## src/hdl/afr_pkg.sv

```systemverilog
// Shared types, constants and frame-type helpers for the API frame receiver.
// No dependencies.
package afr_pkg;

	localparam logic [6:0] MAX_FRAME_LEN = 7'd100;
	localparam logic [7:0] START_BYTE    = 8'h7E;
	localparam logic [7:0] CHECK_INIT    = 8'hFF;

	localparam logic [2:0] CFG_MODEM_CODE  = 3'd0;
	localparam logic [2:0] CFG_AT_CODE     = 3'd1;
	localparam logic [2:0] CFG_REMOTE_CODE = 3'd2;
	localparam logic [2:0] CFG_TX_CODE     = 3'd3;
	localparam logic [2:0] CFG_RX_CODE     = 3'd4;
	localparam logic [2:0] CFG_EXPL_CODE   = 3'd5;
	localparam logic [2:0] CFG_NODE_CODE   = 3'd6;
	localparam logic [2:0] CFG_IDLE_LIMIT  = 3'd7;

	localparam logic [1:0] RES_PAYLOAD   = 2'd0;
	localparam logic [1:0] RES_GOOD      = 2'd1;
	localparam logic [1:0] RES_BAD       = 2'd2;

	typedef enum logic [2:0] {
		K_NONE   = 3'd0,
		K_MODEM  = 3'd1,
		K_AT     = 3'd2,
		K_REMOTE = 3'd3,
		K_TX     = 3'd4,
		K_RX     = 3'd5,
		K_EXPL   = 3'd6,
		K_NODE   = 3'd7
	} kind_t;

	typedef enum logic [5:0] {
		PH_HUNT   = 6'b000001,
		PH_LEN_HI = 6'b000010,
		PH_LEN_LO = 6'b000100,
		PH_TYPE   = 6'b001000,
		PH_BODY   = 6'b010000,
		PH_CHECK  = 6'b100000
	} phase_t;

	typedef struct packed {
		logic [7:0]  modem_code;
		logic [7:0]  at_code;
		logic [7:0]  remote_code;
		logic [7:0]  tx_code;
		logic [7:0]  rx_code;
		logic [7:0]  expl_code;
		logic [7:0]  node_code;
		logic [15:0] idle_limit;
	} cfg_t;

	typedef struct packed {
		logic       mode;
		logic [7:0] byte_value;
		kind_t      kind;
		logic       is_start;
	} item_t;

	typedef struct packed {
		logic  valid;
		item_t item;
	} q_head_t;

	function automatic kind_t kind_of(input cfg_t cfg, input logic [7:0] t);
		kind_t k;
		if (t == cfg.modem_code)       k = K_MODEM;
		else if (t == cfg.at_code)     k = K_AT;
		else if (t == cfg.remote_code) k = K_REMOTE;
		else if (t == cfg.tx_code)     k = K_TX;
		else if (t == cfg.rx_code)     k = K_RX;
		else if (t == cfg.expl_code)   k = K_EXPL;
		else if (t == cfg.node_code)   k = K_NODE;
		else                           k = K_NONE;
		return k;
	endfunction

	function automatic logic [6:0] payload_start(input kind_t k);
		logic [6:0] off;
		unique case (k)
			K_AT:     off = 7'd4;
			K_REMOTE: off = 7'd14;
			K_RX:     off = 7'd11;
			K_EXPL:   off = 7'd17;
			default:  off = 7'd0;
		endcase
		return off;
	endfunction

endpackage

```

## src/hdl/afr_in_if.sv

```systemverilog
// Input channel: received byte or millisecond tick, valid/ready handshake.
// Depends on nothing.
interface afr_in_if;
	logic       valid;
	logic       ready;
	logic       mode;
	logic [7:0] byte_value;

	modport source(output valid, mode, byte_value, input ready);
	modport sink(input valid, mode, byte_value, output ready);
endinterface

```

## src/hdl/afr_out_if.sv

```systemverilog
// Result channel: payload bytes and frame results, valid/ready handshake.
// Depends on nothing.
interface afr_out_if;
	logic        valid;
	logic        ready;
	logic [1:0]  result_kind;
	logic [7:0]  frame_type;
	logic [7:0]  payload_byte;
	logic [6:0]  payload_index;
	logic [7:0]  frame_tag;
	logic [63:0] source_address;
	logic [15:0] network_address;
	logic [7:0]  delivery_status;
	logic [7:0]  modem_state;
	logic [15:0] at_name;

	modport source(output valid, result_kind, frame_type, payload_byte, payload_index,
		frame_tag, source_address, network_address, delivery_status, modem_state,
		at_name, input ready);
	modport sink(input valid, result_kind, frame_type, payload_byte, payload_index,
		frame_tag, source_address, network_address, delivery_status, modem_state,
		at_name, output ready);
endinterface

```

## src/hdl/afr_front.sv

```systemverilog
// Front end: accepts input transactions, classifies the byte against the
// type codes and holds them in a two-entry queue. Uses afr_pkg, afr_in_if.
module afr_front (
	input  logic              clk,
	input  logic              arst_n,
	input  afr_pkg::cfg_t     cfg,
	afr_in_if.sink            in_ch,
	output afr_pkg::q_head_t  head,
	input  logic              pop
);
	import afr_pkg::*;

	item_t      q_q [2];
	logic       wr_ptr_q;
	logic       rd_ptr_q;
	logic [1:0] count_q;
	logic       push;
	item_t      new_item;

	assign in_ch.ready = (count_q != 2'd2);
	assign push        = in_ch.valid && in_ch.ready;

	always_comb begin
		new_item.mode       = in_ch.mode;
		new_item.byte_value = in_ch.byte_value;
		new_item.kind       = kind_of(cfg, in_ch.byte_value);
		new_item.is_start   = (in_ch.byte_value == START_BYTE);
	end

	assign head.valid = (count_q != 2'd0);
	assign head.item  = q_q[rd_ptr_q];

	always_ff @(posedge clk) begin
		if (push) begin
			q_q[wr_ptr_q] <= new_item;
		end
	end

	always_ff @(posedge clk or negedge arst_n) begin
		if (!arst_n) begin
			wr_ptr_q <= 1'b0;
			rd_ptr_q <= 1'b0;
			count_q  <= 2'd0;
		end else begin
			if (push) wr_ptr_q <= ~wr_ptr_q;
			if (pop) rd_ptr_q <= ~rd_ptr_q;
			if (push && !pop) count_q <= count_q + 2'd1;
			else if (pop && !push) count_q <= count_q - 2'd1;
		end
	end

`ifndef NO_ASSERTIONS
	a_count_range: assert property (@(posedge clk) disable iff (!arst_n)
		count_q != 2'd3) else $error("queue count out of range");
	a_pop_nonempty: assert property (@(posedge clk) disable iff (!arst_n)
		pop |-> count_q != 2'd0) else $error("pop from empty queue");
`endif

endmodule

```

## src/hdl/afr_back.sv

```systemverilog
// Back end: frame parser, held field registers and result output register.
// Uses afr_pkg, afr_out_if; fed from the afr_front queue.
module afr_back (
	input  logic              clk,
	input  logic              arst_n,
	input  afr_pkg::cfg_t     cfg,
	input  afr_pkg::q_head_t  head,
	output logic              pop,
	afr_out_if.source         out_ch
);
	import afr_pkg::*;

	phase_t      phase_q, phase_d, ph;
	logic [6:0]  frame_length_q, frame_length_d;
	logic [7:0]  current_type_q, current_type_d;
	logic [6:0]  body_index_q, body_index_d, bi, bi_inc, off, j;
	logic [7:0]  check_q, check_d, chk;
	logic [15:0] idle_q, idle_d;
	logic [63:0] source_q, source_d;
	logic [15:0] network_q, network_d;
	logic [7:0]  tag_q, tag_d;
	logic [7:0]  delivery_q, delivery_d;
	logic [7:0]  modem_q, modem_d;
	logic [15:0] at_name_q, at_name_d;
	kind_t       kc;
	logic        addr;
	logic        res_fire;
	logic [1:0]  res_kind;
	logic [7:0]  res_byte;
	logic [6:0]  res_index;
	logic [7:0]  b;

	logic        out_valid_q;
	logic [1:0]  kind_q;
	logic [7:0]  type_out_q;
	logic [7:0]  pbyte_q;
	logic [6:0]  pindex_q;
	logic [7:0]  tag_out_q;
	logic [63:0] source_out_q;
	logic [15:0] network_out_q;
	logic [7:0]  delivery_out_q;
	logic [7:0]  modem_out_q;
	logic [15:0] at_name_out_q;

	assign pop = head.valid && (!out_valid_q || out_ch.ready);
	assign b   = head.item.byte_value;
	assign kc  = kind_of(cfg, current_type_q);
	assign off = payload_start(kc);

	always_comb begin
		phase_d        = phase_q;
		frame_length_d = frame_length_q;
		current_type_d = current_type_q;
		body_index_d   = body_index_q;
		check_d        = check_q;
		idle_d         = idle_q;
		source_d       = source_q;
		network_d      = network_q;
		tag_d          = tag_q;
		delivery_d     = delivery_q;
		modem_d        = modem_q;
		at_name_d      = at_name_q;
		res_fire       = 1'b0;
		res_kind       = RES_PAYLOAD;
		res_byte       = 8'd0;
		res_index      = 7'd0;
		ph             = phase_q;
		bi             = body_index_q;
		chk            = check_q;
		bi_inc         = body_index_q;
		addr           = 1'b0;
		j              = body_index_q;
		if (pop) begin
			if (head.item.mode) begin
				if (idle_q != 16'd0) idle_d = idle_q - 16'd1;
			end else begin
				if (idle_q == 16'd0) begin
					ph  = PH_HUNT;
					bi  = 7'd0;
					chk = CHECK_INIT;
				end
				idle_d       = cfg.idle_limit;
				phase_d      = ph;
				body_index_d = bi;
				check_d      = chk;
				bi_inc       = (bi == 7'd127) ? bi : bi + 7'd1;
				unique case (ph)
					PH_LEN_HI: phase_d = PH_LEN_LO;
					PH_LEN_LO: begin
						frame_length_d = (b > {1'b0, MAX_FRAME_LEN}) ? MAX_FRAME_LEN
							: b[6:0];
						phase_d = PH_TYPE;
					end
					PH_TYPE: begin
						current_type_d = b;
						check_d        = chk - b;
						if (head.item.kind == K_NONE) phase_d = PH_HUNT;
						else if (frame_length_q <= 7'd1) phase_d = PH_CHECK;
						else phase_d = PH_BODY;
					end
					PH_BODY: begin
						if (kc == K_NONE) begin
							phase_d = PH_HUNT;
						end else begin
							unique case (kc)
								K_MODEM: if (bi == 7'd0) modem_d = b;
								K_AT: begin
									if (bi == 7'd0) tag_d = b;
									else if (bi == 7'd1) at_name_d = {8'd0, b};
									else if (bi == 7'd2) at_name_d = {at_name_q[7:0], b};
								end
								K_TX: begin
									if (bi == 7'd0) tag_d = b;
									else if (bi == 7'd1) network_d = {8'd0, b};
									else if (bi == 7'd2) network_d = {network_q[7:0], b};
									else if (bi == 7'd4) delivery_d = b;
								end
								K_REMOTE: begin
									addr = (bi >= 7'd1);
									j    = bi - 7'd1;
									if (bi == 7'd0) tag_d = b;
									else if (bi == 7'd11) at_name_d = {8'd0, b};
									else if (bi == 7'd12) at_name_d = {at_name_q[7:0], b};
								end
								default: addr = 1'b1;
							endcase
							if (addr) begin
								if (j <= 7'd7) source_d = {source_q[55:0], b};
								else if (j == 7'd8) network_d = {8'd0, b};
								else if (j == 7'd9) network_d = {network_q[7:0], b};
							end
							if (off != 7'd0 && bi >= off) begin
								res_fire  = 1'b1;
								res_kind  = RES_PAYLOAD;
								res_byte  = b;
								res_index = bi - off;
							end
							check_d      = chk - b;
							body_index_d = bi_inc;
							if (frame_length_q <= 7'd1
								|| ({1'b0, bi_inc} + 8'd1) >= {1'b0, frame_length_q})
								phase_d = PH_CHECK;
						end
					end
					PH_CHECK: begin
						res_fire  = 1'b1;
						res_kind  = (chk == b) ? RES_GOOD : RES_BAD;
						res_index = (off != 7'd0 && bi > off) ? bi - off : 7'd0;
						phase_d   = PH_HUNT;
					end
					default: begin
						phase_d = PH_HUNT;
						if (head.item.is_start) begin
							phase_d      = PH_LEN_HI;
							body_index_d = 7'd0;
							check_d      = CHECK_INIT;
						end
					end
				endcase
			end
		end
	end

	always_ff @(posedge clk or negedge arst_n) begin
		if (!arst_n) begin
			phase_q        <= PH_HUNT;
			frame_length_q <= 7'd0;
			current_type_q <= 8'd0;
			body_index_q   <= 7'd0;
			check_q        <= CHECK_INIT;
			idle_q         <= 16'd0;
			source_q       <= 64'd0;
			network_q      <= 16'd0;
			tag_q          <= 8'd0;
			delivery_q     <= 8'd0;
			modem_q        <= 8'd0;
			at_name_q      <= 16'd0;
			out_valid_q    <= 1'b0;
		end else begin
			phase_q        <= phase_d;
			frame_length_q <= frame_length_d;
			current_type_q <= current_type_d;
			body_index_q   <= body_index_d;
			check_q        <= check_d;
			idle_q         <= idle_d;
			source_q       <= source_d;
			network_q      <= network_d;
			tag_q          <= tag_d;
			delivery_q     <= delivery_d;
			modem_q        <= modem_d;
			at_name_q      <= at_name_d;
			if (pop && res_fire) out_valid_q <= 1'b1;
			else if (out_ch.ready) out_valid_q <= 1'b0;
		end
	end

	always_ff @(posedge clk) begin
		if (pop && res_fire) begin
			kind_q         <= res_kind;
			type_out_q     <= current_type_q;
			pbyte_q        <= res_byte;
			pindex_q       <= res_index;
			tag_out_q      <= tag_d;
			source_out_q   <= source_d;
			network_out_q  <= network_d;
			delivery_out_q <= delivery_d;
			modem_out_q    <= modem_d;
			at_name_out_q  <= at_name_d;
		end
	end

	assign out_ch.valid           = out_valid_q;
	assign out_ch.result_kind     = kind_q;
	assign out_ch.frame_type      = type_out_q;
	assign out_ch.payload_byte    = pbyte_q;
	assign out_ch.payload_index   = pindex_q;
	assign out_ch.frame_tag       = tag_out_q;
	assign out_ch.source_address  = source_out_q;
	assign out_ch.network_address = network_out_q;
	assign out_ch.delivery_status = delivery_out_q;
	assign out_ch.modem_state     = modem_out_q;
	assign out_ch.at_name         = at_name_out_q;

`ifndef NO_ASSERTIONS
	a_no_overwrite: assert property (@(posedge clk) disable iff (!arst_n)
		(out_valid_q && !out_ch.ready) |-> !pop) else $error("result overwritten");
	a_idle_reload: assert property (@(posedge clk) disable iff (!arst_n)
		(pop && !head.item.mode) |=> idle_q == $past(cfg.idle_limit))
		else $error("idle counter not reloaded");
	a_body_len: assert property (@(posedge clk) disable iff (!arst_n)
		(phase_q == PH_BODY) |-> frame_length_q >= 7'd2)
		else $error("body phase with short frame");
	a_check_result: assert property (@(posedge clk) disable iff (!arst_n)
		(pop && !head.item.mode && idle_q != 16'd0 && phase_q == PH_CHECK)
		|=> out_valid_q && out_ch.result_kind != RES_PAYLOAD)
		else $error("checksum byte gave no frame result");
`endif

endmodule

```

## src/hdl/api_frame_receiver_core.sv

```systemverilog
// API frame receiver top level: configuration registers, front queue and parser.
// Uses afr_pkg, afr_in_if, afr_out_if, afr_front, afr_back.
// Input bytes pass through the front queue; results are held in the result output register.
// Throughput: one input transaction per cycle while the queue has room; the two-entry
// queue and the result register let input and output stall independently.
// Reset (arst_n low) clears the parser, held fields and queue and loads default codes.
module api_frame_receiver_core (
	input  logic        clk,
	input  logic        arst_n,
	input  logic        cfg_we,
	input  logic [2:0]  cfg_index,
	input  logic [15:0] cfg_wdata,
	afr_in_if.sink      in_ch,
	afr_out_if.source   out_ch
);
	import afr_pkg::*;

	cfg_t    cfg_q;
	q_head_t head;
	logic    pop;

	always_ff @(posedge clk or negedge arst_n) begin
		if (!arst_n) begin
			cfg_q.modem_code  <= 8'h8A;
			cfg_q.at_code     <= 8'h88;
			cfg_q.remote_code <= 8'h97;
			cfg_q.tx_code     <= 8'h8B;
			cfg_q.rx_code     <= 8'h90;
			cfg_q.expl_code   <= 8'h91;
			cfg_q.node_code   <= 8'h95;
			cfg_q.idle_limit  <= 16'd500;
		end else if (cfg_we) begin
			unique case (cfg_index)
				CFG_MODEM_CODE:  cfg_q.modem_code  <= cfg_wdata[7:0];
				CFG_AT_CODE:     cfg_q.at_code     <= cfg_wdata[7:0];
				CFG_REMOTE_CODE: cfg_q.remote_code <= cfg_wdata[7:0];
				CFG_TX_CODE:     cfg_q.tx_code     <= cfg_wdata[7:0];
				CFG_RX_CODE:     cfg_q.rx_code     <= cfg_wdata[7:0];
				CFG_EXPL_CODE:   cfg_q.expl_code   <= cfg_wdata[7:0];
				CFG_NODE_CODE:   cfg_q.node_code   <= cfg_wdata[7:0];
				CFG_IDLE_LIMIT:  cfg_q.idle_limit  <= cfg_wdata;
				default:         cfg_q.idle_limit  <= cfg_q.idle_limit;
			endcase
		end
	end

	afr_front u_front (
		.clk    (clk),
		.arst_n (arst_n),
		.cfg    (cfg_q),
		.in_ch  (in_ch),
		.head   (head),
		.pop    (pop)
	);

	afr_back u_back (
		.clk    (clk),
		.arst_n (arst_n),
		.cfg    (cfg_q),
		.head   (head),
		.pop    (pop),
		.out_ch (out_ch)
	);

endmodule
```

## src/flat_wrapper.sv

```systemverilog
// flat-port wrapper written by rule: the top's interface ports become plain ports
module api_frame_receiver_core_flat import afr_pkg::*;
  (clk, arst_n, cfg_we, cfg_index, cfg_wdata, in_ch_valid, in_ch_mode, in_ch_byte_value, in_ch_ready, out_ch_valid, out_ch_result_kind, out_ch_frame_type, out_ch_payload_byte, out_ch_payload_index, out_ch_frame_tag, out_ch_source_address, out_ch_network_address, out_ch_delivery_status, out_ch_modem_state, out_ch_at_name, out_ch_ready);
  afr_in_if in_ch_i ();
  afr_out_if out_ch_i ();
  input  logic clk;
  input  logic arst_n;
  input  logic cfg_we;
  input  logic [2:0] cfg_index;
  input  logic [15:0] cfg_wdata;
  input wire logic [$bits(in_ch_i.valid)-1:0] in_ch_valid;
  input wire logic [$bits(in_ch_i.mode)-1:0] in_ch_mode;
  input wire logic [$bits(in_ch_i.byte_value)-1:0] in_ch_byte_value;
  output wire logic [$bits(in_ch_i.ready)-1:0] in_ch_ready;
  output wire logic [$bits(out_ch_i.valid)-1:0] out_ch_valid;
  output wire logic [$bits(out_ch_i.result_kind)-1:0] out_ch_result_kind;
  output wire logic [$bits(out_ch_i.frame_type)-1:0] out_ch_frame_type;
  output wire logic [$bits(out_ch_i.payload_byte)-1:0] out_ch_payload_byte;
  output wire logic [$bits(out_ch_i.payload_index)-1:0] out_ch_payload_index;
  output wire logic [$bits(out_ch_i.frame_tag)-1:0] out_ch_frame_tag;
  output wire logic [$bits(out_ch_i.source_address)-1:0] out_ch_source_address;
  output wire logic [$bits(out_ch_i.network_address)-1:0] out_ch_network_address;
  output wire logic [$bits(out_ch_i.delivery_status)-1:0] out_ch_delivery_status;
  output wire logic [$bits(out_ch_i.modem_state)-1:0] out_ch_modem_state;
  output wire logic [$bits(out_ch_i.at_name)-1:0] out_ch_at_name;
  input wire logic [$bits(out_ch_i.ready)-1:0] out_ch_ready;
  assign in_ch_i.valid = in_ch_valid;
  assign in_ch_i.mode = in_ch_mode;
  assign in_ch_i.byte_value = in_ch_byte_value;
  assign in_ch_ready = in_ch_i.ready;
  assign out_ch_valid = out_ch_i.valid;
  assign out_ch_result_kind = out_ch_i.result_kind;
  assign out_ch_frame_type = out_ch_i.frame_type;
  assign out_ch_payload_byte = out_ch_i.payload_byte;
  assign out_ch_payload_index = out_ch_i.payload_index;
  assign out_ch_frame_tag = out_ch_i.frame_tag;
  assign out_ch_source_address = out_ch_i.source_address;
  assign out_ch_network_address = out_ch_i.network_address;
  assign out_ch_delivery_status = out_ch_i.delivery_status;
  assign out_ch_modem_state = out_ch_i.modem_state;
  assign out_ch_at_name = out_ch_i.at_name;
  assign out_ch_i.ready = out_ch_ready;
  api_frame_receiver_core u_core (.clk(clk), .arst_n(arst_n), .cfg_we(cfg_we), .cfg_index(cfg_index), .cfg_wdata(cfg_wdata), .in_ch(in_ch_i), .out_ch(out_ch_i));
endmodule
```

## config.mk

```make
export PLATFORM = sky130hd
export DESIGN_NAME = api_frame_receiver_core_flat
export DESIGN_NICKNAME = d
export VERILOG_FILES = /design/src/hdl/afr_pkg.sv /design/src/hdl/afr_in_if.sv /design/src/hdl/afr_out_if.sv /design/src/hdl/afr_front.sv /design/src/hdl/afr_back.sv /design/src/hdl/api_frame_receiver_core.sv /design/src/flat_wrapper.sv
export SDC_FILE = /design/constraint.sdc
export NUM_CORES = 1
export LEC_CHECK = 0
export BUFFER_PORTS_ARGS = -buffer_cell sky130_fd_sc_hd__buf_4
export CORE_MARGIN = 3
export CORE_UTILIZATION = 40
export CTS_BUF_LIST = sky130_fd_sc_hd__clkbuf_8
export DETAILED_ROUTE_END_ITERATION = 7
export HOLD_SLACK_MARGIN = 0.12
export PLACE_DENSITY_LB_ADDON = 0.25
export SYNTH_ARGS = -nofsm -noshare
export SYNTH_HDL_FRONTEND = slang
export SYNTH_SLANG_ARGS = --single-unit
export TNS_END_PERCENT = 1
```

## constraint.sdc

```tcl
create_clock -name clk -period 9.55 [get_ports clk]
set_input_delay 1.4325 -clock clk [delete_from_list [all_inputs] [get_ports clk]]
set_output_delay 1.4325 -clock clk [all_outputs]
set_load 0.03 [all_outputs]
```

==> results of run 1 <==
-- worst max-delay path: stages, from the launching register on --
cell                       delay, ns
sky130_fd_sc_hd__dfrtp_1        0.39
sky130_fd_sc_hd__inv_1          0.08
sky130_fd_sc_hd__ha_1           0.20
sky130_fd_sc_hd__or3b_2         0.53
sky130_fd_sc_hd__or3_1          0.39
sky130_fd_sc_hd__or4_1          0.41
sky130_fd_sc_hd__buf_4          0.22
sky130_fd_sc_hd__nand2_1        0.16
sky130_fd_sc_hd__inv_1          0.14
sky130_fd_sc_hd__ha_1           0.31
sky130_fd_sc_hd__a21o_1         0.16
sky130_fd_sc_hd__a21o_1         0.19
sky130_fd_sc_hd__a21o_1         0.18
sky130_fd_sc_hd__a21o_1         0.19
sky130_fd_sc_hd__or3b_2         0.46
sky130_fd_sc_hd__o211ai_1       0.49
sky130_fd_sc_hd__nand2_4        0.71
sky130_fd_sc_hd__buf_4          0.67
-- registers in the layout (all words and copies together), names as in the netlist, 16 cells and up --
name,count
u_core.u_back.at_name_q,16
u_core.u_back.network_q,16
u_core.cfg_q,72
u_core.u_back.out_ch.network_address,16
u_core.u_front.q_q,26
u_core.u_back.out_ch.source_address,64
u_core.u_back.source_q,64
u_core.u_back.idle_q,16
u_core.u_back.out_ch.at_name,16
-- area by class of cell --
cell class                      count  area, um^2  area share
Clock buffer                       86        1184     0.05393
Clock inverter                     43       286.5     0.01306
Inverter                           34       127.6    0.005815
Multi-Input combinational cell    868        6691      0.3049
Sequential cell                   420       11410      0.5200
Tap cell                          600       750.7     0.03421
Timing Repair Buffer              198        1494     0.06807
-- where the power goes --
group	leakage, nW	internal (mW)	switching, mW
Combinational	3.53	0.416	0.601
Sequential	4.78	2.07	0.166
Clock	0.826	0.885	0.743
Total	9.13	3.37	1.51
-- cells by family after synthesis --
kind of cell | synth area share
fa+ha+maj | 0.02042
compound gates | 0.07965
buf+inv | 0.02218
simple gates | 0.08750
xor+xnor | 0.06485
mux | 0.1086
flops | 0.6168
-- per-stage QoR --
stage	instances	hold WS [ns]	utilization	power (mW)	instance area, um^2
4_1_cts	2249	0.4901	0.4816	4.936	21950
3_3_place_gp	2120	0.4667	0.4493	3.254	20480
6_report	2249	0.4866	0.4816	4.884	21950
5_1_grt	2249	0.5130	0.4816	5.159	21950
3_5_place_dp	2120	0.4807	0.4493	3.287	20480
2_1_floorplan	1380	0.4196	-	2.947	18500
-- worst max-delay path by stage --
stage                                        start                                                  to  cells after the start
2_1_floorplan  u_core.u_back.idle_q[0]$_DFFE_PN0P_           u_core.u_back.out_ch.at_name[0]$_DFFE_PP_                     16
3_3_place_gp   u_core.u_back.idle_q[0]$_DFFE_PN0P_  u_core.u_back.out_ch.payload_byte[5]$_SDFFCE_PP0P_                     17
3_5_place_dp   u_core.u_back.idle_q[0]$_DFFE_PN0P_   u_core.u_back.out_ch.source_address[56]$_DFFE_PP_                     17
4_1_cts        u_core.u_back.idle_q[0]$_DFFE_PN0P_        u_core.u_back.out_ch.frame_type[4]$_DFFE_PP_                     17
5_1_grt        u_core.u_back.idle_q[0]$_DFFE_PN0P_        u_core.u_back.out_ch.frame_type[4]$_DFFE_PP_                     17
6_report       u_core.u_back.idle_q[0]$_DFFE_PN0P_        u_core.u_back.out_ch.frame_type[4]$_DFFE_PP_                     17
-- per-layer routing --
| layer | routed length (um) | up-vias |
|---|---|---|
| li1 | - | 5500 |
| met1 | 21460 | 6106 |
| met2 | 21920 | 413 |
| met3 | 2703 | 78 |
| met4 | 1189 | 0 |
| met5 | 0 | - |
-- layout by cell type (no fill, tap or decap), drive strengths merged, types with 33 or more instances in the layout --
cell type  instances
xnor2             88
dfrtp            211
clkbuf            86
a21oi             33
nor3              34
xor2              49
nand2             60
dfstp             38
mux2             170
buf              198
o21ai             64
inv               56
nor2              83
edfxtp           171
==> Flow_metrics.wiki, run 1 <==
{| class="wikitable"
! Metric !! Value
|-
| Total Routing Usage GR || 0.1927
|-
| Total wire length || 47270 um
|-
| Most common cell in the synthesized netlist || sky130_fd_sc_hd__dfrtp_1
|-
| Row count || 78
|-
| Worst VDD drop || 0.1765 mV
|-
| Max-cap check violation count || 0
|-
| Critical path fanouts, max || 80
|-
| Most instantiated cells after synthesis || sky130_fd_sc_hd__dfrtp_1 (211), sky130_fd_sc_hd__edfxtp_1 (171), sky130_fd_sc_hd__mux2_2 (163)
|-
| Post-synthesis register bit count || 420
|-
| Count of antenna-violating nets left after detailed routing || 0
|-
| Clock tree from TritonCTS || built
|-
| Top cells by area in the synthesized netlist || sky130_fd_sc_hd__dfrtp_1 (29%), sky130_fd_sc_hd__edfxtp_1 (28%), sky130_fd_sc_hd__mux2_2 (9.9%)
|-
| Required time of the worst setup path || 9.77 ns
|-
| Vias after detailed routing || 12100
|-
| Met2 GRT Util || 0.3028
|-
| Std-Cell Core Area || 45580 um^2
|-
| Launch point of the worst hold path || u_core.u_back.idle_q[0]$_DFFE_PN0P_
|-
| Met3 track demand over resource || 0.04073
|-
| Max-slew violation total from the final report || 0
|-
| Final GP Congestion || 0.9236
|-
| Share of the yosys chip area belonging to registers || 0.6168
|-
| EDFF count, synth || 171
|-
| # IOs || 180
|-
| Path type of the worst min-delay path || reg2reg
|-
| Worst-case clock skew || 0.03797 ns
|-
| Instance count of the mapped netlist || 1380
|-
| Number of different library cells in the post-synthesis netlist || 77
|-
| Skew-Pair Late Insertion Delay || 0.64 ns
|-
| Origin of the critical flop-to-flop path || u_core.u_back.idle_q[0]$_DFFE_PN0P_
|-
| Number of global-route vias before repair || 12490
|-
| Die extent in x || 221.1 um
|-
| Fmax || 155.6 MHz
|-
| Average detailed-routed wire length per instance || 21.02 um
|-
| Number of filler cells placed in the layout || 3996
|-
| Post-route minimum period || 6.427 ns
|-
| Post-detailed-route DRC marker count || 0
|-
| Pwr/cell area || 222.5 nW/um^2
|-
| CTS Buf Count || 70
|-
| Antenna violations before repair || 0
|-
| Most utilized layer in the global route result || met2
|-
| Syn_area_per_cell || 13.41 um^2
|-
| Synth top area share || 0.2853
|-
| Sinks on Clock Net || 420
|-
| Worst Tran Pin Value || 1.408 ns
|-
| Leakage power || 9.127 nW
|-
| Crit Reg-Reg Endpoint || u_core.u_back.out_ch.frame_type[4]$_DFFE_PP_
|-
| Element type at the critical path start || register
|-
| Quantity of gates resized following cts || 0
|-
| Number of nets in the synthesized netlist || 1442
|-
| Number of iterations in the first detailed-routing pass || 7
|-
| Largest net degree at the start of global routing || 81
|-
| Reg2Reg Setup Slack || 3.12 ns
|-
| Final WS setup || 3.123 ns
|-
| Share of cells above drive strength 1 || 0.3269
|-
| Pre-CTS setup slack || 3.154 ns
|-
| Status || complete, no violations
|-
| Number of cells on the worst reg-to-reg path || 17
|-
| Post-layout nets || 1654
|-
| Final setup fails || 0
|-
| Maximum buffer depth of the clock tree || 3
|-
| Die Y-Extent || 221.1 um
|-
| H-tree Lvls || 3
|-
| Number of buffer cells added on primary ports || 179
|-
| DR iter-0 viols || 832
|-
| Top FF cell, synth || sky130_fd_sc_hd__dfrtp_1
|-
| Die Area || 48880 um^2
|-
| Buffers inserted by post-CTS timing repair || 0
|-
| Synthesis warning total || 0
|-
| Residual overflow from global routing || 0
|-
| Final period utilization || 0.6730
|-
| Post-cts hold buffer count || 0
|-
| Sort of element at the end of the critical path || register
|-
| Signal arrival time at the worst endpoint || 6.64 ns
|-
| Critical path type || reg2reg
|-
| Detailed-placement wirelength estimate || 33140 um
|-
| Clock tree root buffer cell || sky130_fd_sc_hd__clkbuf_8
|-
| Area leader, netlist || sky130_fd_sc_hd__dfrtp_1
|-
| Grt met1 use || 0.2675
|-
| Total negative slack || 0 ns
|-
| Normalized max-slew margin || 0.05587
|-
| Final antenna diode count || 0
|-
| Hold Path Sink || u_core.u_back.idle_q[0]$_DFFE_PN0P_
|-
| Netlist area before placement || 18500 um^2
|-
| Hold Vio Cnt, Final || 0
|-
| Hold Crit Depth || 1
|-
| Clock-pin slew reported for the worst setup and hold paths after clock tree synthesis || 0.06 ns
|-
| Unrepaired setup endpoints after global routing || no
|-
| Starting utilization of the core area || 0.4060
|-
| Detailed-route vias per instance || 5.379
|-
| Synth-to-layout area growth || 18.61%
|-
| Share of synthesized registers carrying an async set or reset || 0.5929
|-
| First-pass GRT wire length || 74110 um
|}
Note: power is estimated with default switching activity, not from simulation.
==> inputs of run 2 (changes only) <==
==> constraint.sdc (replaced) <==
create_clock -name clk -period 5.8 [get_ports clk]
set_input_delay 0.87 -clock clk [delete_from_list [all_inputs] [get_ports clk]]
set_output_delay 0.87 -clock clk [all_outputs]
set_load 0.03 [all_outputs]
==> Flow_metrics.wiki, run 2 (synthesis gave the netlist of run 1 again) <==
{| class="wikitable"
! Metric !! Value
|-
| H-tree Lvls || 3 (unchanged)
|-
| Row count || 78 (unchanged)
|-
| Unrepaired setup endpoints after global routing || no (unchanged)
|-
| Starting utilization of the core area || 0.4060 (unchanged)
|-
| Clock tree root buffer cell || sky130_fd_sc_hd__clkbuf_8 (unchanged)
|-
| CTS Buf Count || 72 (was 70)
|-
| Utilization after layout || 0.4809 (was 0.4816)
|-
| Synth-to-layout area growth || 18.45% (was 18.61%)
|-
| Most frequent cells in the layout || sky130_fd_sc_hd__dfrtp_1 (211), sky130_fd_sc_hd__buf_4 (199), sky130_fd_sc_hd__edfxtp_1 (171), sky130_fd_sc_hd__mux2_2 (163), sky130_fd_sc_hd__xnor2_1 (88) (was sky130_fd_sc_hd__dfrtp_1 (211), sky130_fd_sc_hd__buf_4 (197), sky130_fd_sc_hd__edfxtp_1 (171), sky130_fd_sc_hd__mux2_2 (163), sky130_fd_sc_hd__xnor2_1 (88))
|-
| Die Area || 48880 um^2 (unchanged)
|-
| Worst Tran Pin Value || 1.320 ns (was 1.408 ns)
|-
| Std-Cell Core Area || 45580 um^2 (unchanged)
|-
| Max reg flops || 72 (unchanged)
|-
| Maximum single-stage delay on the critical path || 0.52 ns (was 0.71 ns)
|-
| # IOs || 180 (unchanged)
|-
| Post-layout nets || 1662 (was 1654)
|-
| DR iter-0 viols || 806 (was 832)
|-
| Final WS setup || 0.7083 ns (was 3.123 ns)
|-
| Critical path type || reg2reg (unchanged)
|-
| Die Y-Extent || 221.1 um (unchanged)
|-
| Die extent in x || 221.1 um (unchanged)
|-
| Total Routing Usage GR || 0.1898 (was 0.1927)
|-
| Critical path, cell by cell || inv_1 > ha_1 > or3b_2 > or3_1 > or4_1 > nand2_1 > inv_1 > ha_1 > and4_1 > nand2_1 > nand4_1 > nor3b_1 > o21a_1 > nor2b_1 > xor2_1 > ha_1 > nand2_1 > a211o_1 > nand3_1 > a31oi_1 > a221o_1 (was inv_1 > ha_1 > or3b_2 > or3_1 > or4_1 > buf_4 > nand2_1 > inv_1 > ha_1 > a21o_1 > a21o_1 > a21o_1 > a21o_1 > or3b_2 > o211ai_1 > nand2_4 > buf_4)
|-
| Post-route minimum period || 5.092 ns (was 6.427 ns)
|-
| Residual overflow from global routing || 0 (unchanged)
|-
| Element type at the critical path start || register (unchanged)
|-
| Path type of the worst min-delay path || in2async (was reg2reg)
|-
| Worst-case clock skew || 0.03253 ns (was 0.03797 ns)
|-
| Critical path fanouts, max || 6 (was 80)
|-
| Share of cells above drive strength 1 || 0.3215 (was 0.3269)
|-
| Pre-CTS setup slack || 0.7450 ns (was 3.154 ns)
|-
| Combinational fraction of design power || 0.214 (was 0.208)
|-
| Required time of the worst setup path || 6.31 ns (was 9.77 ns)
|-
| Vias after detailed routing || 12080 (was 12100)
|-
| Final setup fails || 0 (unchanged)
|-
| Post-route design area || 21920 um^2 (was 21950 um^2)
|-
| Worst VDD drop || 0.1886 mV (was 0.1765 mV)
|-
| Sort of element at the end of the critical path || register (unchanged)
|-
| Max-cap check violation count || 0 (unchanged)
|-
| Overall Power || 7.816 mW (was 4.884 mW)
|-
| Most common cell after layout, fill and taps aside || sky130_fd_sc_hd__dfrtp_1 (unchanged)
|-
| First-pass GRT wire length || 73000 um (was 74110 um)
|-
| Count of antenna-violating nets left after detailed routing || 0 (unchanged)
|-
| Sinks on Clock Net || 420 (unchanged)
|-
| Leakage power || 9.167 nW (was 9.127 nW)
|-
| Antenna violations before repair || 0 (unchanged)
|-
| Detailed-placement wirelength estimate || 32760 um (was 33140 um)
|-
| Normalized max-slew margin || 0.1169 (was 0.05587)
|-
| CP top delay family || simple AND/OR/NAND/NOR gates (unchanged)
|-
| Hold Vio Cnt, Final || 0 (unchanged)
|-
| Clock share of power || 0.313 (was 0.333)
|-
| Final GP Congestion || 0.9308 (was 0.9236)
|-
| Buffers inserted by post-CTS timing repair || 0 (unchanged)
|-
| Number of global-route vias before repair || 12450 (was 12490)
|-
| Portion of total power attributed to sequential cells || 0.474 (was 0.458)
|-
| Quantity of gates resized following cts || 0 (unchanged)
|-
| Critical Path Slowest Stage Cell || sky130_fd_sc_hd__or3b_2 (was sky130_fd_sc_hd__nand2_4)
|-
| Status || complete, no violations (unchanged)
|-
| Pwr/cell area || 356.6 nW/um^2 (was 222.5 nW/um^2)
|-
| Signal arrival time at the worst endpoint || 5.60 ns (was 6.64 ns)
|-
| Detailed-route vias per instance || 5.349 (was 5.379)
|-
| Number of filler cells placed in the layout || 3983 (was 3996)
|-
| Post-place instance area || 20580 um^2 (was 20480 um^2)
|-
| Fraction of power spent switching nets || 0.3125 (was 0.3092)
|-
| Buffers plus inverters on the worst setup path || 2 (was 4)
|-
| Number of buffer cells added on primary ports || 179 (unchanged)
|-
| Clock-pin slew reported for the worst setup and hold paths after clock tree synthesis || 0.06 ns (about the same)
|-
| Largest net degree at the start of global routing || 102 (was 81)
|-
| Number of iterations in the first detailed-routing pass || 7 (unchanged)
|-
| Skew-Pair Late Insertion Delay || 0.63 ns (was 0.64 ns)
|-
| Pint || 5.373 mW (was 3.374 mW)
|-
| Post-detailed-route DRC marker count || 0 (unchanged)
|-
| Max-slew violation total from the final report || 0 (unchanged)
|-
| Maximum buffer depth of the clock tree || 3 (unchanged)
|-
| Total negative slack || 0 ns (unchanged)
|-
| Total wire length || 46720 um (was 47270 um)
|-
| Switching power || 2.443 mW (was 1.510 mW)
|-
| Register ranked first by flip-flop count || u_core.cfg_q (unchanged)
|-
| Final period utilization || 0.8779 (was 0.6730)
|-
| Fmax || 196.4 MHz (was 155.6 MHz)
|-
| Clock tree from TritonCTS || built (unchanged)
|-
| Post-cts hold buffer count || 0 (unchanged)
|-
| Average detailed-routed wire length per instance || 20.68 um (was 21.02 um)
|}
[run 2: changes by cell type in the layout (fill, tap and decap cells not counted), moves of 2 or more]
cell and change:
sky130_fd_sc_hd__buf_12 +4, sky130_fd_sc_hd__clkbuf_8 -7, sky130_fd_sc_hd__inv_1 +17, sky130_fd_sc_hd__bufinv_16 -2
sky130_fd_sc_hd__buf_4 +2, sky130_fd_sc_hd__clkinv_1 -2
[run 2: final cells by class]
| type | count | area [um^2] | share of cell area |
|---|---|---|---|
| diodes | 1 | 2.502 | 0.0001142 |
| clock buffers | 79 | 1087 | 0.04961 |
| well taps | 600 | 750.7 | 0.03425 |
| flip-flops and latches | 420 | 11410 | 0.5207 |
| multi-input cells | 868 | 6700 | 0.3057 |
| clock inverters | 53 | 246.5 | 0.01125 |
| repair buffers | 204 | 1589 | 0.07250 |
| inverters | 34 | 127.6 | 0.005823 |
[run 2: stage by stage]
stage               std cells  hold WS, ns
floorplan                1380       0.4196
global placement         2126       0.4669
detailed placement       2126       0.4734
CTS                      2258       0.2763
global route             2258       0.3214
finish                   2259       0.2878
[run 2: power by group through the flow]
stage	clock (mW)	sequential (mW)	combinational [mW]
after detailed placement	0	3.75	1.66
after global routing	2.68	3.73	1.85
after floorplan	0	3.62	1.23
final	2.44	3.70	1.67
after global placement	0	3.74	1.62
after CTS	2.53	3.70	1.67
[run 2: worst paths after layout]
path,cells after the start,end,start,slack (ns)
max,21,u_core.u_back.phase_q[4]$_DFFE_PN0P_,u_core.u_back.idle_q[1]$_DFFE_PN0P_,0.71
min,1,u_core.u_back.at_name_q[7]$_DFF_PN0_,arst_n,0.29
max reg2reg,21,u_core.u_back.phase_q[4]$_DFFE_PN0P_,u_core.u_back.idle_q[1]$_DFFE_PN0P_,0.71
min reg2reg,2,u_core.u_back.frame_length_q[4]$_DFFE_PN0P_,u_core.u_back.frame_length_q[4]$_DFFE_PN0P_,0.48
max in group asynchronous,2,u_core.cfg_q[57]$_DFFE_PN0P_,arst_n,4.25
min in group clk,1,u_core.u_front.q_q[1][12]$_DFFE_PP_,in_ch_mode,0.45
[run 2: metal layers]
layer / wire (um) / track usage / part of all wire / vias up
li1: - / - / - / 5514
met1: 21340 / 0.2654 / 0.46 / 6101
met2: 21790 / 0.2977 / 0.47 / 379
met3: 2388 / 0.03701 / 0.051 / 90
met4: 1210 / 0.06564 / 0.026 / 0
met5: 0 / 0 / 0 / -
==> inputs of run 3 (changes only) <==
--- a/config.mk
+++ b/config.mk
@@ -5,6 +5,7 @@
 export SDC_FILE = /design/constraint.sdc
 export NUM_CORES = 1
 export LEC_CHECK = 0
+export ABC_AREA = 1
 export BUFFER_PORTS_ARGS = -buffer_cell sky130_fd_sc_hd__buf_4
 export CORE_MARGIN = 3
 export CORE_UTILIZATION = 40
==> Flow_metrics.wiki, run 3 <==
{| class="wikitable"
! Metric !! Value
|-
| Status || complete, no violations (unchanged)
|-
| Final hold slack || 0.2445 ns (was 0.2878 ns)
|-
| Signal arrival time at the worst endpoint || 5.30 ns (was 5.60 ns)
|-
| Area leader, netlist || sky130_fd_sc_hd__dfrtp_1 (unchanged)
|-
| Element type at the critical path start || register (unchanged)
|-
| Number of global-route vias before repair || 14690 (was 12450)
|-
| Number of iterations in the first detailed-routing pass || 5 (was 7)
|-
| Quantity of gates resized following cts || 0 (unchanged)
|-
| Largest net degree at the start of global routing || 104 (was 102)
|-
| Pwr/cell area || 442.4 nW/um^2 (was 356.6 nW/um^2)
|-
| DR iter-0 viols || 1122 (was 806)
|-
| Worst VDD drop || 0.1843 mV (was 0.1886 mV)
|-
| Unrepaired setup endpoints after global routing || no (unchanged)
|-
| Average detailed-routed wire length per instance || 17.96 um (was 20.68 um)
|-
| Number of different library cells in the post-synthesis netlist || 61 (was 77)
|-
| Starting utilization of the core area || 0.4057 (was 0.4060)
|-
| Top cells by area in the synthesized netlist || sky130_fd_sc_hd__dfrtp_1 (27%), sky130_fd_sc_hd__edfxtp_1 (27%), sky130_fd_sc_hd__nand2_1 (8.6%) (was sky130_fd_sc_hd__dfrtp_1 (29%), sky130_fd_sc_hd__edfxtp_1 (28%), sky130_fd_sc_hd__mux2_2 (9.9%))
|-
| Residual overflow from global routing || 0 (unchanged)
|-
| Critical path fanouts, max || 54 (was 6)
|-
| Synthesis warning total || 0 (unchanged)
|-
| Count of antenna-violating nets left after detailed routing || 0 (unchanged)
|-
| Dominant combinational cell family by area after synthesis || simple AND/OR/NAND/NOR gates (was multiplexers)
|-
| Post-cts hold buffer count || 0 (unchanged)
|-
| Fmax || 201.3 MHz (was 196.4 MHz)
|-
| Clock tree root buffer cell || sky130_fd_sc_hd__clkbuf_8 (unchanged)
|-
| EDFF count, synth || 171 (unchanged)
|-
| Final GP Congestion || 0.9239 (was 0.9308)
|-
| Synth Area in Adders || 0.01951 (was 0.02042)
|-
| Worst-case clock skew || 0.04154 ns (was 0.03253 ns)
|-
| Max-cap check violation count || 0 (unchanged)
|-
| Required time of the worst setup path || 6.13 ns (was 6.31 ns)
|-
| Vias after detailed routing || 15030 (was 12080)
|-
| H-tree Lvls || 3 (unchanged)
|-
| Die Area || 51100 um^2 (was 48880 um^2)
|-
| Synth top area share || 0.2726 (was 0.2853)
|-
| Portion of netlist area occupied by mux cells || 0.004070 (was 0.1086)
|-
| Post-layout nets || 2341 (was 1662)
|-
| CTS Buf Count || 71 (was 72)
|-
| Top FF cell, synth || sky130_fd_sc_hd__dfrtp_1 (unchanged)
|-
| Leakage power || 10.63 nW (was 9.167 nW)
|-
| Number of cells on the worst reg-to-reg path || 17 (was 21)
|-
| Number of nets in the synthesized netlist || 2132 (was 1442)
|-
| Max-slew violation total from the final report || 0 (unchanged)
|-
| Most common cell in the synthesized netlist || sky130_fd_sc_hd__nand2_1 (was sky130_fd_sc_hd__dfrtp_1)
|-
| Final period utilization || 0.8566 (was 0.8779)
|-
| Post-route minimum period || 4.968 ns (was 5.092 ns)
|-
| Final setup fails || 0 (unchanged)
|-
| Fraction of the mapped netlist area in simple logic gates || 0.1955 (was 0.08750)
|-
| Clock-pin slew reported for the worst setup and hold paths after clock tree synthesis || 0.06 ns (about the same)
|-
| Total Routing Usage GR || 0.2083 (was 0.1898)
|-
| Clock tree from TritonCTS || built (unchanged)
|-
| Number of buffer cells added on primary ports || 179 (unchanged)
|-
| First-pass GRT wire length || 82690 um (was 73000 um)
|-
| Final antenna diode count || 0 (was 1)
|-
| Std-Cell Core Area || 47750 um^2 (was 45580 um^2)
|-
| Skew-Pair Late Insertion Delay || 0.68 ns (was 0.63 ns)
|-
| Detailed-route vias per instance || 5.091 (was 5.349)
|-
| Row count || 80 (was 78)
|-
| Worst Tran Pin Value || 1.222 ns (was 1.320 ns)
|-
| Share of synthesized registers carrying an async set or reset || 0.5929 (unchanged)
|-
| Maximum buffer depth of the clock tree || 3 (unchanged)
|-
| Detailed-placement wirelength estimate || 37750 um (was 32760 um)
|-
| Synth-to-layout area growth || 17.64% (was 18.45%)
|-
| Register ranked first by flip-flop count || u_core.cfg_q (unchanged)
|-
| Syn_area_per_cell || 9.357 um^2 (was 13.41 um^2)
|-
| Antenna violations before repair || 1 (was 0)
|-
| Most common cell after layout, fill and taps aside || sky130_fd_sc_hd__nand2_1 (was sky130_fd_sc_hd__dfrtp_1)
|-
| Critical path type || reg2reg (unchanged)
|-
| Die Y-Extent || 226.1 um (was 221.1 um)
|-
| Die extent in x || 226.1 um (was 221.1 um)
|-
| Most instantiated cells after synthesis || sky130_fd_sc_hd__nand2_1 (446), sky130_fd_sc_hd__nor2_1 (315), sky130_fd_sc_hd__dfrtp_1 (211) (was sky130_fd_sc_hd__dfrtp_1 (211), sky130_fd_sc_hd__edfxtp_1 (171), sky130_fd_sc_hd__mux2_2 (163))
|-
| Total wire length || 53030 um (was 46720 um)
|-
| Hold Vio Cnt, Final || 0 (unchanged)
|-
| Post-detailed-route DRC marker count || 0 (unchanged)
|-
| Share of cells above drive strength 1 || 0.1677 (was 0.3215)
|-
| Compound-Gate Fraction of Synth Area || 0.1019 (was 0.07965)
|-
| Total negative slack || 0 ns (unchanged)
|-
| Path type of the worst min-delay path || in2async (unchanged)
|-
| Post-synthesis register bit count || 420 (unchanged)
|-
| # IOs || 180 (unchanged)
|-
| Max reg flops || 72 (unchanged)
|-
| Buffers inserted by post-CTS timing repair || 0 (unchanged)
|-
| Instance count of the mapped netlist || 2070 (was 1380)
|-
| Sinks on Clock Net || 420 (unchanged)
|-
| Share of the yosys chip area belonging to registers || 0.5893 (was 0.6168)
|-
| Overall Power || 10.08 mW (was 7.816 mW)
|-
| Sort of element at the end of the critical path || register (unchanged)
|-
| Most frequent cells in the layout || sky130_fd_sc_hd__nand2_1 (445), sky130_fd_sc_hd__nor2_1 (315), sky130_fd_sc_hd__inv_1 (225), sky130_fd_sc_hd__dfrtp_1 (211), sky130_fd_sc_hd__o21ai_0 (204) (was sky130_fd_sc_hd__dfrtp_1 (211), sky130_fd_sc_hd__buf_4 (199), sky130_fd_sc_hd__edfxtp_1 (171), sky130_fd_sc_hd__mux2_2 (163), sky130_fd_sc_hd__xnor2_1 (88))
|-
| Post-synthesis share of cell area spent on xor and xnor gates || 0.03211 (was 0.06485)
|-
| Normalized max-slew margin || 0.1829 (was 0.1169)
|-
| Netlist area before placement || 19370 um^2 (was 18500 um^2)
|}
## run 3: changes by cell type in the layout (fill, tap and decap cells not counted), moves of 50 or more
cell                      change
sky130_fd_sc_hd__inv_1      +157
sky130_fd_sc_hd__nand3_1     +50
sky130_fd_sc_hd__xnor2_1     -70
sky130_fd_sc_hd__mux2_2     -156
sky130_fd_sc_hd__nand2_1    +386
sky130_fd_sc_hd__o21ai_0    +143
sky130_fd_sc_hd__nor2_1     +233
## run 3: where the power goes
group / leakage (nW) / internal (mW) / total, mW / switching (mW)
registers: 4.73 / 3.69 / 4.11 / 0.419
logic: 5.09 / 1.10 / 3.37 / 2.27
clock network: 0.813 / 1.33 / 2.60 / 1.27
## run 3: critical path, stage by stage, from the launching register on
cell                       delay [ns]
sky130_fd_sc_hd__dfrtp_1         0.53
sky130_fd_sc_hd__xor2_1          0.22
sky130_fd_sc_hd__nor3_1          0.36
sky130_fd_sc_hd__nand3_1         0.38
sky130_fd_sc_hd__nand3_2         0.30
sky130_fd_sc_hd__nand3_2         0.26
sky130_fd_sc_hd__inv_2           0.26
sky130_fd_sc_hd__nor2_1          0.14
sky130_fd_sc_hd__ha_1            0.30
sky130_fd_sc_hd__nand2_1         0.06
sky130_fd_sc_hd__o21ai_0         0.28
sky130_fd_sc_hd__a21oi_1         0.11
sky130_fd_sc_hd__o21bai_1        0.21
sky130_fd_sc_hd__nor2_1          0.08
sky130_fd_sc_hd__nand2_1         0.08
sky130_fd_sc_hd__nand4_1         0.24
sky130_fd_sc_hd__nand2_8         0.45
sky130_fd_sc_hd__buf_12          0.32
## run 3: cell families (layout without fill, tap and decap cells)
| family | count (synthesis) | count (layout) |
|---|---|---|
| buffers and inverters | 278 | 546 |
| adders and majority gates | 29 | 29 |
| DFF | 420 | 420 |
| xor gates and xnor gates | 71 | 71 |
| and+or+nand+nor | 918 | 918 |
| AOI/OAI and AO/OA | 347 | 347 |
| muxes | 7 | 7 |
## run 3: through the flow
step / setup slack, ns / area, um^2 / util / std cells
after floorplan: 0.5350 / 19370 / - / 2070
after global placement: 1.097 / 21390 / 0.4479 / 2821
after detailed placement: 0.8664 / 21390 / 0.4479 / 2821
after CTS: 0.8429 / 22790 / 0.4772 / 2953
after global routing: 0.4106 / 22790 / 0.4772 / 2953
final: 0.8318 / 22790 / 0.4772 / 2953
## run 3: layout make-up
cell class              instances  area (um^2)
clock buffers                  79         1087
inverters                     216        810.8
clock inverters                53        311.5
multi-input cells            1372         6862
flip-flops and latches        420        11410
well taps                     615        769.5
repair buffers                198         1531
fillers                      4450        24960
## run 3: worst paths after layout
| kind | startpoint | to | slack [ns] |
|---|---|---|---|
| max reg2reg | u_core.u_back.current_type_q[2]$_DFFE_PN0P_ | u_core.u_back.out_ch.source_address[41]$_DFFE_PP_ | 0.83 |
| max in group asynchronous | arst_n | u_core.u_back.phase_q[1]$_DFFE_PN0P_ | 4.31 |
| min | arst_n | u_core.u_back.source_q[54]$_DFF_PN0_ | 0.24 |
| max | u_core.u_back.current_type_q[2]$_DFFE_PN0P_ | u_core.u_back.out_ch.source_address[41]$_DFFE_PP_ | 0.83 |
| min reg2reg | u_core.u_back.check_q[0]$_DFFE_PN1P_ | u_core.u_back.check_q[0]$_DFFE_PN1P_ | 0.47 |
| min in group clk | in_ch_mode | u_core.u_front.q_q[0][12]$_DFFE_PP_ | 0.41 |
## run 3: layer usage
metal | share of wire | vias to the layer above | track usage
li1 | - | 7275 | -
met1 | 0.46 | 7202 | 0.2945
met2 | 0.45 | 463 | 0.3252
met3 | 0.061 | 93 | 0.03679
met4 | 0.024 | 0 | 0.07333
met5 | 0 | - | 0
